File: src/bhq_pkg.sv
package bhq_pkg;

  localparam int unsigned BHQ_CAPACITY = 1024;
  localparam int unsigned BHQ_KEY_BITS = 32;
  localparam int unsigned BHQ_TAG_BITS = 16;

  localparam int unsigned FUNC_BITS   = 1;
  localparam int unsigned STATUS_BITS = 2;

  localparam logic [FUNC_BITS-1:0] FUNC_PUSH = 1'b0;
  localparam logic [FUNC_BITS-1:0] FUNC_POP  = 1'b1;

  typedef enum logic [STATUS_BITS-1:0] {
    STAT_OK    = 2'd0,
    STAT_FULL  = 2'd1,
    STAT_EMPTY = 2'd2
  } status_e;

  // controller -> datapath
  typedef struct packed {
    logic load;          // latch the incoming transfer
    logic push_init;     // pos <= count, count++
    logic pop_init;      // read root and last, count--
    logic pop_load;      // capture root as result, last as moving entry
    logic rd_up;         // read parent of pos
    logic rd_kids;       // read both children of pos
    logic wr_final;      // write moving entry at pos
    logic wr_move_up;    // parent moves down into pos, pos <= parent
    logic wr_move_down;  // chosen child moves up into pos, pos <= child
    logic out_load;      // copy result into output register
  } cmd_t;

  // datapath -> controller
  typedef struct packed {
    logic is_pop;
    logic refused;
    logic pos_zero;
    logic parent_le;
    logic child_out;
    logic stop_down;
  } sts_t;

endpackage

File: src/bhq_ctrl.sv
module bhq_ctrl import bhq_pkg::*; (
  input  logic clk_i,
  input  logic rst_ni,
  input  logic in_valid_i,
  output logic in_ready_o,
  output logic out_valid_o,
  input  logic out_ready_i,
  output cmd_t cmd_o,
  input  sts_t sts_i
);

  typedef enum logic [2:0] {
    S_IDLE,
    S_DECIDE,
    S_PU_ISSUE,
    S_PU_CMP,
    S_PO_LOAD,
    S_PO_ISSUE,
    S_PO_CMP,
    S_FIN
  } state_e;

  state_e state_q, state_d;
  logic   out_valid_q, out_valid_d;

  assign in_ready_o  = (state_q == S_IDLE);
  assign out_valid_o = out_valid_q;

  always_comb begin
    cmd_o       = '0;
    state_d     = state_q;
    out_valid_d = out_valid_q && !out_ready_i;
    case (state_q)
      S_IDLE: begin
        if (in_valid_i) begin
          cmd_o.load = 1'b1;
          state_d    = S_DECIDE;
        end
      end
      S_DECIDE: begin
        if (sts_i.refused) begin
          state_d = S_FIN;
        end else if (sts_i.is_pop) begin
          cmd_o.pop_init = 1'b1;
          state_d        = S_PO_LOAD;
        end else begin
          cmd_o.push_init = 1'b1;
          state_d         = S_PU_ISSUE;
        end
      end
      S_PU_ISSUE: begin
        if (sts_i.pos_zero) begin
          cmd_o.wr_final = 1'b1;
          state_d        = S_FIN;
        end else begin
          cmd_o.rd_up = 1'b1;
          state_d     = S_PU_CMP;
        end
      end
      S_PU_CMP: begin
        if (sts_i.parent_le) begin
          cmd_o.wr_final = 1'b1;
          state_d        = S_FIN;
        end else begin
          cmd_o.wr_move_up = 1'b1;
          state_d          = S_PU_ISSUE;
        end
      end
      S_PO_LOAD: begin
        cmd_o.pop_load = 1'b1;
        state_d        = S_PO_ISSUE;
      end
      S_PO_ISSUE: begin
        if (sts_i.child_out) begin
          cmd_o.wr_final = 1'b1;
          state_d        = S_FIN;
        end else begin
          cmd_o.rd_kids = 1'b1;
          state_d       = S_PO_CMP;
        end
      end
      S_PO_CMP: begin
        if (sts_i.stop_down) begin
          cmd_o.wr_final = 1'b1;
          state_d        = S_FIN;
        end else begin
          cmd_o.wr_move_down = 1'b1;
          state_d            = S_PO_ISSUE;
        end
      end
      S_FIN: begin
        // wait until the output register is free
        if (!out_valid_q || out_ready_i) begin
          cmd_o.out_load = 1'b1;
          out_valid_d    = 1'b1;
          state_d        = S_IDLE;
        end
      end
      default: begin
        state_d = S_IDLE;
      end
    endcase
  end

  always_ff @(posedge clk_i or negedge rst_ni) begin
    if (!rst_ni) begin
      state_q     <= S_IDLE;
      out_valid_q <= 1'b0;
    end else begin
      state_q     <= state_d;
      out_valid_q <= out_valid_d;
    end
  end

`ifndef SYNTH
  a_accept_decide: assert property (@(posedge clk_i) disable iff (!rst_ni)
    (in_valid_i && in_ready_o) |=> (state_q == S_DECIDE))
    else $error("accepted transfer not decoded");

  a_valid_drop: assert property (@(posedge clk_i) disable iff (!rst_ni)
    $fell(out_valid_q) |-> $past(out_ready_i))
    else $error("result dropped without transfer");

  a_load_free: assert property (@(posedge clk_i) disable iff (!rst_ni)
    (state_q == S_FIN && out_valid_q && !out_ready_i) |=> (state_q == S_FIN))
    else $error("result overwritten while output busy");
`endif

endmodule

File: config.mk
export PLATFORM = sky130hd
export DESIGN_NAME = bhq_ctrl
export DESIGN_NICKNAME = d
export VERILOG_FILES = /design/src/bhq_pkg.sv /design/src/bhq_ctrl.sv
export SDC_FILE = /design/constraint.sdc
export NUM_CORES = 1
export LEC_CHECK = 0
export BUFFER_PORTS_ARGS = -buffer_cell sky130_fd_sc_hd__buf_2
export CAP_MARGIN = 0
export CORE_AREA = 2 2 39 41
export DETAILED_ROUTE_END_ITERATION = 8
export DIE_AREA = 0 0 41 43
export PLACE_DENSITY = 0.55
export SYNTH_ARGS = -nofsm -noshare
export SYNTH_HDL_FRONTEND = slang
export SYNTH_SLANG_ARGS = --single-unit
File: constraint.sdc
create_clock -name clk_i -period 1.2 [get_ports clk_i]
set_input_delay 0.24 -clock clk_i [delete_from_list [all_inputs] [get_ports clk_i]]
set_output_delay 0.24 -clock clk_i [all_outputs]
set_load 0.005 [all_outputs]
; Yosys cells after proc, flatten, opt, wreduce, memory -nomap -nowiden
; Index checks and enable logic that the tools add are counted.
[totals]
register_bits = 4
latch_bits = 0
mem_bits_rw = 0
romBits = 0
inputBits = 10
out_inout_bits = 12
word_cells = 50
memories = 0
[classes]
n_addsub = 0
multipliers = 0
n_div = 0
magnitude_cmp = 0
eq_ne = 9
n_shift = 0
mux = 33
n_bitwise = 0
reduce_logical = 6
[ops]
columns = operator, n
row1 = $pmux 3 s8, 1
row2 = $mux 1, 22
row3 = $mux 3, 6
row4 = $eq 3x3->1 const B, 4
row5 = $eq 3x2->1 const B, 2
row6 = $mux 2, 3
row7 = $ne 2x2->1 const B, 2
row8 = $pmux 1 s4, 1
row9 = $eq 3x1->1 const B, 1
row10 = $logic_not 3->1, 1
row11 = $logic_not 1->1, 2
row12 = $reduce_and 2->1, 1
row13 = $logic_and 1x1->1, 1
row14 = $logic_or 1x1->1, 1

; Longest topological paths before layout
[depth]
ltp_word = 4
depth_mapped = 5
depth_no_buf = 3

; Worst setup path after synthesis
; Ideal clock, no wire load.
[synth_path]
path_kind = reg2out
startpoint = register state_q[0]
endpoint = output port cmd_o[9] (netlist bit)
t_arrival_ps = 1013
required_time_ps = 960
path_slack_ps = -53
stages_incl_launch_ff = 5
path_buffers = 2
cell_sequence = dfrtp_1 > buf_6 > buf_2 > nor3_1 > and2_1
[synth_rtl]
columns = item, line
row1 = "start, declared", bhq_ctrl.sv:23  ; state_e state_q, state_d;
row2 = "start signal, assigned", bhq_ctrl.sv:110  ; state_q <= state_d;
row3 = "end, declared", bhq_ctrl.sv:8  ; output cmd_t cmd_o,

==> flow_results.xml <==
<?xml version="1.0" encoding="UTF-8"?>
<metrics>
  <group name="timing">
    <metric name="final-max-slew-violation-count" unit="">0</metric>
    <metric name="setup_ws" unit="ps">-332</metric>
    <metric name="relative_max_transition_margin" unit="%">84.8</metric>
    <metric name="final.min_clock_period" unit="ps">1530</metric>
    <metric name="final_setup_violating_endpoints" unit="">14</metric>
    <metric name="worst_pin_slew" unit="ps">227</metric>
    <metric name="grt_setup_unrepaired" unit="">yes</metric>
    <metric name="post-route-period-util" unit="%">128</metric>
    <metric name="timing.setup.tns" unit="ps">-2650</metric>
    <metric name="finalHoldViolations" unit="">0</metric>
    <metric name="finClkSkew" unit="ps">2.24</metric>
    <metric name="maximum_clock_rate" unit="MHz">653</metric>
  </group>
  <group name="power">
    <metric name="power_dissipated_by_switching_net_loads" unit="W">0.000773</metric>
    <metric name="post-layout-total-power" unit="W">0.00194</metric>
    <metric name="comb_power_share" unit="%">73.0</metric>
    <metric name="swShare" unit="%">39.9</metric>
    <metric name="power-per-cell-area" unit="mW/mm^2">2600</metric>
    <metric name="power.clock.fraction" unit="%">8.7</metric>
    <metric name="power.internal" unit="W">0.00116</metric>
    <metric name="pwr-share-seq" unit="%">18.3</metric>
    <metric name="ir_worst_vdd" unit="uV">1060</metric>
    <metric name="p_leak" unit="nW">0.394</metric>
  </group>
  <group name="layout">
    <metric name="mostFrequentLayoutCell" unit="">buf_2</metric>
    <metric name="post_route_cells_drive_above_1_share" unit="%">65.2</metric>
    <metric name="design.final.nets" unit="">101</metric>
    <metric name="antenna_diode_count" unit="">0</metric>
    <metric name="stdcell_area" unit="um^2">746</metric>
    <metric name="layout.cells.most_common_list" unit="">buf_2 (21), buf_6 (11), buf_4 (7), nand2_1 (6), nor2_1 (6)</metric>
    <metric name="syn_to_final_growth" unit="%">98.7</metric>
  </group>
  <group name="logic_synthesis">
    <metric name="synth-edff-count" unit="">0</metric>
    <metric name="synth_seq_cells" unit="">4</metric>
    <metric name="synth_sequential_area_ratio" unit="%">26.7</metric>
    <metric name="synth_cell_types" unit="">24</metric>
    <metric name="post_synth_instance_area" unit="um^2">375</metric>
    <metric name="synthesis.instances" unit="">51</metric>
    <metric name="ys_async_sr_fraction" unit="%">100</metric>
    <metric name="synth_fp_nets" unit="">61</metric>
    <metric name="postSynthAreaPerCell" unit="um^2">7.36</metric>
    <metric name="yosys_warnings" unit="">0</metric>
    <metric name="synth_ff_type" unit="">dfrtp_1</metric>
  </group>
  <group name="placed_design">
    <metric name="globalplace.congestion" unit="">0.776</metric>
    <metric name="detailed_place.area" unit="um^2">547</metric>
    <metric name="placement_stage_worst_setup_slack" unit="ps">-137</metric>
    <metric name="port_buffers" unit="">21</metric>
    <metric name="dp_hpwl" unit="um">799</metric>
  </group>
  <group name="clocking">
    <metric name="deepest_clock_path_buffer_count" unit="">2</metric>
    <metric name="cts-buffers-inserted" unit="">3</metric>
    <metric name="htree_num_levels" unit="">1</metric>
    <metric name="clock_latency" unit="ps">230</metric>
    <metric name="ctsRootBufferMaster" unit="">clkbuf_4</metric>
    <metric name="clkSlewWorstSetupHoldPaths" unit="ps">40</metric>
    <metric name="cts_tree" unit="">done</metric>
    <metric name="clock-sinks" unit="">4</metric>
  </group>
  <group name="flow_run">
    <metric name="drv.max_cap_violation_count" unit="">0</metric>
  </group>
  <group name="worst_setup_path">
    <metric name="cp-end-kind" unit="">output pin</metric>
    <metric name="timing.critical_path.required" unit="ps">960</metric>
    <metric name="crit_path_start_kind" unit="">flip-flop</metric>
    <metric name="r2r_cells" unit="">4</metric>
    <metric name="regToRegStartpoint" unit="">state_q[2]</metric>
    <metric name="worstReg2RegEnd" unit="">state_q[1]</metric>
    <metric name="worst-setup-path-type" unit="">reg2out</metric>
    <metric name="cp_max_fo" unit="">6</metric>
    <metric name="reg2reg_setup_slack" unit="ps">-70</metric>
    <metric name="critPathArrivalTime" unit="ps">1290</metric>
  </group>
  <group name="floorplanning">
    <metric name="core_region_area" unit="mm^2">0.00138</metric>
    <metric name="fp.dieArea" unit="mm^2">0.00176</metric>
    <metric name="chip_height" unit="um">43</metric>
    <metric name="floorplan.initialDensity" unit="%">27.1</metric>
    <metric name="ioPinCount" unit="">22</metric>
    <metric name="core.rowCount" unit="">14</metric>
    <metric name="dieWidth" unit="um">41</metric>
  </group>
  <group name="route">
    <metric name="antenna_violating_nets_post_route" unit="">0</metric>
    <metric name="vias" unit="">507</metric>
    <metric name="route.detailed.wl_per_inst" unit="um">12.1</metric>
    <metric name="routed_via_density" unit="">4.83</metric>
    <metric name="drt_first_iter_violations" unit="">7</metric>
    <metric name="router_iterations_before_antenna_repair" unit="">4</metric>
    <metric name="routed_wirelength" unit="um">1270</metric>
    <metric name="drt_drc_violations_left" unit="">0</metric>
  </group>
  <group name="outcome">
    <metric name="violations" unit="">negative setup slack</metric>
    <metric name="run_status" unit="">finished with violations</metric>
  </group>
  <group name="worst_hold_path">
    <metric name="min_path_type" unit="">in2async</metric>
  </group>
  <group name="grt">
    <metric name="first_pass_grt_wire_length" unit="um">1910</metric>
    <metric name="antenna_found_initial" unit="">0</metric>
    <metric name="grt_remaining_overflow" unit="">0</metric>
    <metric name="grtUsageTotal" unit="%">15.3</metric>
    <metric name="grt_start_max_net_pins" unit="">9</metric>
    <metric name="first_global_vias" unit="">474</metric>
  </group>
</metrics>
## cell type report
class                      count  area, um^2
multi-input combinational     41         304
clock buffer                   3        22.5
inverter                       1        3.75
sequential                     4         104
tap                           16        20.0
fill                         142         638
timing repair buffer          40         292
## per-stage QoR
stage | hold slack [ps] | util (%) | instances
floorplan | -55.6 | - | 51
global placement | 51.3 | 39.5 | 93
detailed placement | 49.0 | 39.5 | 93
CTS | 338 | 48.8 | 102
global route | 358 | 53.9 | 105
finish | 340 | 53.9 | 105
## Yosys cell counts, drive strengths merged, types with 2 or more instances
cell type  n  area [um^2]
a21oi      4         20.0
buf        5         33.8
dfrtp      4          100
nand2      6         22.5
nand2b     3         18.8
nor2       8         30.0
nor2b      2         20.0
nor3       4         20.0
o22ai      2         12.5
or3        2         12.5
## critical path: stages (launching register included)
cell      delay [ps]
dfrtp_2          460
nand2b_1         190
nor2_1           200
a21o_1           110
buf_2            100
## power groups by stage
stage | clock network [W] | registers [W] | logic (W)
6_report | 0.000168 | 0.000354 | 0.00141
2_1_floorplan | 0 | 0.000230 | 0.000634
4_1_cts | 0.000177 | 0.000339 | 0.00118
3_3_place_gp | 0 | 0.000345 | 0.000876
3_5_place_dp | 0 | 0.000342 | 0.000886
5_1_grt | 0.000179 | 0.000369 | 0.00151
## flip-flops by register name, summed over array words and instances (netlist names)
signal / cells
out_valid_o: 1
state_q: 3
## routing by layer
layer | track usage, % | up-vias | wire length (um)
li1 | - | 254 | -
met1 | 20.4 | 240 | 546
met2 | 24.1 | 11 | 668
met3 | 1.57 | 2 | 42
met4 | 6.00 | 0 | 12
met5 | 0 | - | 0
## cell families after synthesis
kind of cell | count (synthesis) | share of synthesized area (%)
and+or+nand+nor | 31 | 44.3
AOI/OAI and AO/OA | 9 | 16.3
buffers and inverters | 6 | 10.0
DFF | 4 | 26.7
muxes | 1 | 2.67
## how the worst max path moves through the flow
stage / to / from / slack [ps] / cells after the start
global placement: cmd_o[1] / state_q[0] / -120 / 3
floorplan: cmd_o[1] / state_q[0] / 20 / 3
finish: cmd_o[3] / state_q[2] / -330 / 4
CTS: cmd_o[3] / state_q[0] / -280 / 4
global route: cmd_o[3] / state_q[2] / -380 / 4
detailed placement: cmd_o[1] / state_q[0] / -140 / 3
## timing repair
item / CTS / global route
gates resized for setup: 16 / 12
hold endpoints to repair: 4 / 0
hold buffers: 1 / 0
setup buffers: 5 / 3
setup endpoints to repair: 14 / 14
pin swaps: 6 / 2
No activity file was read; power rests on OpenSTA's default activity.
